<file path="src/rtl/cll_pkg.sv">
`timescale 1ns / 1ps

package cll_pkg;

    localparam int CAPACITY_DEF    = 256;
    localparam int VALUE_WIDTH_DEF = 32;

    localparam int OP_W   = 4;
    localparam int DATA_W = 32;
    localparam int LEN_W  = 9;
    localparam int POS_W  = 9;
    localparam int ST_W   = 2;

    typedef enum logic [OP_W-1:0] {
        OP_CLEAR        = 4'd0,
        OP_PREPEND      = 4'd1,
        OP_APPEND       = 4'd2,
        OP_INS_BEFORE   = 4'd3,
        OP_INS_AFTER    = 4'd4,
        OP_DEL_FRONT    = 4'd5,
        OP_DEL_BACK     = 4'd6,
        OP_DEL_CURSOR   = 4'd7,
        OP_MOVE_FRONT   = 4'd8,
        OP_MOVE_BACK    = 4'd9,
        OP_MOVE_PREV    = 4'd10,
        OP_MOVE_NEXT    = 4'd11,
        OP_READ_FRONT   = 4'd12,
        OP_READ_BACK    = 4'd13,
        OP_READ_CURSOR  = 4'd14,
        OP_WRITE_CURSOR = 4'd15
    } t_op;

    typedef enum logic [ST_W-1:0] {
        ST_OK    = 2'd0,
        ST_EMPTY = 2'd1,
        ST_NOCUR = 2'd2,
        ST_FULL  = 2'd3
    } t_status;

    // Commands from the controller to the datapath
    typedef struct packed {
        logic load;      // capture the incoming transfer and its status
        logic rd;        // read the pool memories
        logic wr1;       // first write pass
        logic wr2;       // second write pass and register commit
        logic clr_wr;    // one free-chain entry of the clearing sweep
        logic clr_done;  // last sweep entry: reset list registers
        logic emit;      // load the result register
    } t_cmd;

    typedef struct packed {
        logic clr_last;
    } t_stat;

endpackage

</file>
<file path="src/rtl/cll_ctrl.sv">
`timescale 1ns / 1ps

module cll_ctrl import cll_pkg::*; (
    input  logic  i_clk,
    input  logic  i_rst_n,
    input  logic  i_in_valid,
    input  logic  i_in_clear,
    output logic  o_in_ready,
    input  logic  i_out_ready,
    output logic  o_out_valid,
    output t_cmd  o_cmd,
    input  t_stat i_stat
);

    typedef enum logic [2:0] {
        S_CLR,
        S_IDLE,
        S_RD,
        S_WR1,
        S_WR2,
        S_FIN
    } t_state;

    t_state r_state, n_state;
    logic   r_from_op;
    logic   r_out_valid;

    always_comb begin
        n_state    = r_state;
        o_cmd      = '0;
        o_in_ready = 1'b0;
        unique case (r_state)
            S_CLR: begin
                o_cmd.clr_wr = 1'b1;
                if (i_stat.clr_last) begin
                    o_cmd.clr_done = 1'b1;
                    n_state = r_from_op ? S_FIN : S_IDLE;
                end
            end
            S_IDLE: begin
                o_in_ready = 1'b1;
                if (i_in_valid) begin
                    o_cmd.load = 1'b1;
                    n_state = i_in_clear ? S_CLR : S_RD;
                end
            end
            S_RD: begin
                o_cmd.rd = 1'b1;
                n_state = S_WR1;
            end
            S_WR1: begin
                o_cmd.wr1 = 1'b1;
                n_state = S_WR2;
            end
            S_WR2: begin
                o_cmd.wr2 = 1'b1;
                n_state = S_FIN;
            end
            S_FIN: begin
                if (!r_out_valid || i_out_ready) begin
                    o_cmd.emit = 1'b1;
                    n_state = S_IDLE;
                end
            end
            default: n_state = S_IDLE;
        endcase
    end

    always_ff @(posedge i_clk) begin
        if (!i_rst_n) begin
            r_state     <= S_CLR;
            r_from_op   <= 1'b0;
            r_out_valid <= 1'b0;
        end else begin
            r_state <= n_state;
            if (o_cmd.load) begin
                r_from_op <= i_in_clear;
            end
            if (o_cmd.emit) begin
                r_out_valid <= 1'b1;
            end else if (i_out_ready) begin
                r_out_valid <= 1'b0;
            end
        end
    end

    assign o_out_valid = r_out_valid;

endmodule

</file>
<file path="config.mk">
export PLATFORM = sky130hd
export DESIGN_NAME = cll_ctrl
export DESIGN_NICKNAME = d
export VERILOG_FILES = /design/src/rtl/cll_pkg.sv /design/src/rtl/cll_ctrl.sv
export SDC_FILE = /design/constraint.sdc
export NUM_CORES = 1
export LEC_CHECK = 0
export BUFFER_PORTS_ARGS = -buffer_cell sky130_fd_sc_hd__buf_2
export CAP_MARGIN = 25
export CORE_AREA = 2 2 39 41
export CTS_CLUSTER_SIZE = 40
export DETAILED_ROUTE_END_ITERATION = 12
export DIE_AREA = 0 0 41 43
export SLEW_MARGIN = 20
export SYNTH_ARGS = -nofsm -noshare
export SYNTH_HDL_FRONTEND = slang
export SYNTH_SLANG_ARGS = --single-unit
</file>
<file path="constraint.sdc">
create_clock -name i_clk -period 1.1 [get_ports i_clk]
set_input_delay 0.33 -clock i_clk [delete_from_list [all_inputs] [get_ports i_clk]]
set_output_delay 0.33 -clock i_clk [all_outputs]
set_load 0.03 [all_outputs]
</file>
==> impl_metrics.toml <==
[place]
dp.final_hpwl_um = 604
post_dp_cell_area_um2 = 482
finalWeightedCongestion = 0.714
numPortBuffers = 14

[synth]
synth_edf_count = 0
synth_top_area_share = 0.325
syn_inst = 35
netlist_top_cells_count = "dfxtp_1 (5), nand2_1 (3), nor3b_1 (3)"
ys_warn_count = 0
synth.area.top_cells = "dfxtp_1 (33%), buf_6 (7.3%), nor3b_1 (7.3%)"
synth_top_family_by_area = "simple AND/OR/NAND/NOR gates"
avgSynthCellArea_um2 = 8.79
synth_cell_type_count = 24
synth_area_um2 = 308
synthMuxAreaShare = 0
yosysTopAreaCell = "dfxtp_1"
synth.most_common_cell = "dfxtp_1"
synth_simple_gate_area_share = 0.390
synthAdderAreaFrac = 0
synth_flop_cell = "dfxtp_1"
synth-seq-cells = 5
synth-xor-area-share = 0
ys_seq_area_frac = 0.325
syn_nets = 41
ys_async_sr_fraction = 0
synth-compound-area-share = 0.175

[clocking]
htreeDepth = 1
clkLatencyLatePin_ns = 0.24
cts.hold.buffers_added = 0
cts.sinks = 5
cts_tree = "done"
numCtsBuffers = 3
cts_max_path_buffers = 2
clk_pin_slew_ns = 0.05
cts_root_buf = "clkbuf_4"

[setup_path]
crit_top_cell = "buf_6"
crit_path_start_kind = "register"
critPathBufInv = 2
crit_chain = "buf_6, nor3_4, and2_4, buf_6"
critical_path_peak_fanout = 6
worstPathArrival_ns = 1.11
path_class = "register to output pin"
endpoint_kind = "output pin"
cp.required_ns = 0.77
cp_slowest_cell = "dfxtp_2"
max_stage_delay_ns = 0.33
crit_family = "flip-flops"

[detailed_routing]
drt_iter0_markers = 4
drc_errors = 0
routedWlPerCell_um = 12.1
num_vias = 371
drtAntennaViolNets = 0
drt_wl_total_mm = 1.02
vias_per_cell = 4.42
drt_pass1_iterations = 4

[sta]
finalMaxSlewViolations = 0
finalCritPeriodShare = 1.31
period_minus_slack_ns = 1.44
worstMarginPinSlew_ns = 0.182
rsz0062_at_grt = "yes"
setup-violations-final = 10
final_hold_viol_count = 0
max_slew_margin = 0.879
fmax_mhz = 697
layout_setup_ws_ns = -0.336
fin_skew_ns = 0.00179

[floorplan]
dieHeight_um = 43
io_pins = 15
dieArea_um2 = 1760
placeableCoreArea_um2 = 1380
initial_core_util = 0.222
num_rows = 14
die_x_um = 41

[grt]
grt_max_degree = 7
grt_pass1_vias = 395
grt_pass1_wl_mm = 1.68
grt_overflow_total = 0
grt.busiest_layer = "met2"
antenna_found_initial = 0
use_met2 = 0.209
grt.met1_usage = 0.170
track_usage = 0.146
grt_use_met3 = 0.0576

[final_layout]
syn2layout_area_growth_pct = 115
fillCellCount = 138
stdcell_area_um2 = 662
num_antenna_cells = 0
drive_above_1_share = 0.721
nNetsFinal = 75

[pwr]
power_w = 0.000652
ir_drop_uv = 543
power_density_nw_per_um2 = 985
p_leak_nw = 0.308

[status]
status = "finished with violations"
violations = "negative setup slack"

[job]
cap_violations = 0

[worst_hold_path]
min_path_type = "input pin to register"
## routing by layer
metal,vias up,part of all wire
met4,0,0
li1,190,-
met1,168,0.40
met5,-,0
met3,0,0.048
met2,13,0.55
## worst reg2reg max path, cell delays in order (launching register included)
cell     delay, ns
dfxtp_4       0.37
buf_6         0.14
buf_6         0.11
buf_6         0.10
buf_6         0.10
or2b_1        0.22
a21oi_2       0.12
o31a_1        0.14
## layout make-up
cell class | instances | area [um2] | share of cell area
Tap cell | 16 | 20.0 | 0.0302
Timing Repair Buffer | 32 | 288 | 0.435
Inverter | 1 | 3.75 | 0.00567
Sequential cell | 5 | 109 | 0.164
Multi-Input combinational cell | 26 | 215 | 0.325
Clock buffer | 4 | 26.3 | 0.0397
## state kept, by name, summed over array words and instances (netlist names)
| name | cells |
|---|---|
| r_state | 3 |
| r_from_op | 1 |
| o_out_valid | 1 |
## where the power goes
part / switching, W / total (W) / leakage (nW) / internal, W
combinational: 0.000104 / 0.000237 / 0.251 / 0.000133
clock: 0.0000767 / 0.000214 / 0.0150 / 0.000137
sequential: 0.0000127 / 0.000202 / 0.0425 / 0.000189
## kinds of logic (layout without fill, tap and decap cells)
family                 count (synthesis)  after routing
AND/OR/NAND/NOR                       18             18
AO/OA/AOI/OAI                          8              8
flip-flops                             5              5
buffers and inverters                  4             37
## worst paths after layout
kind | from | endpoint | slack [ns] | depth (start not counted)
setup / recovery | r_state[0]$_SDFFE_PN0P_ | o_cmd[1] | -0.34 | 4
hold / removal | i_in_clear | r_from_op$_SDFFE_PN0P_ | 0.34 | 3
setup reg to reg | r_state[1]$_SDFFE_PN0P_ | r_state[2]$_SDFFE_PN0P_ | -0.25 | 7
hold reg to reg | r_from_op$_SDFFE_PN0P_ | r_from_op$_SDFFE_PN0P_ | 0.45 | 2
## through the flow
step,utilization,setup TNS [ns],setup slack [ns],cells,hold WS (ns)
5_1_grt,0.478,-3.17,-0.387,84,0.343
3_5_place_dp,0.348,-1.59,-0.198,72,0.442
2_1_floorplan,-,-0.815,-0.270,35,0.429
4_1_cts,0.453,-2.66,-0.331,82,0.329
3_3_place_gp,0.348,-1.43,-0.174,72,0.440
6_report,0.478,-2.74,-0.336,84,0.336
## cell usage in the layout (no fill, tap or decap), types with 2 or more instances in the layout
master,synthesis,final
nand2_1,3,3
dfxtp_1,5,2
nor3b_2,0,2
o21ai_1,1,2
buf_6,2,16
buf_2,0,5
o31a_1,2,2
dfxtp_4,0,2
buf_4,1,11
clkbuf_4,0,3
## timing repair
| action | CTS | global route |
|---|---|---|
| setup buffers | 6 | 4 |
| endpoints found under the hold margin | 0 | 0 |
| resized for setup | 28 | 11 |
| pin swaps | 4 | 5 |
| endpoints found under the setup margin | 10 | 11 |
(Power assumes the default switching activity.)
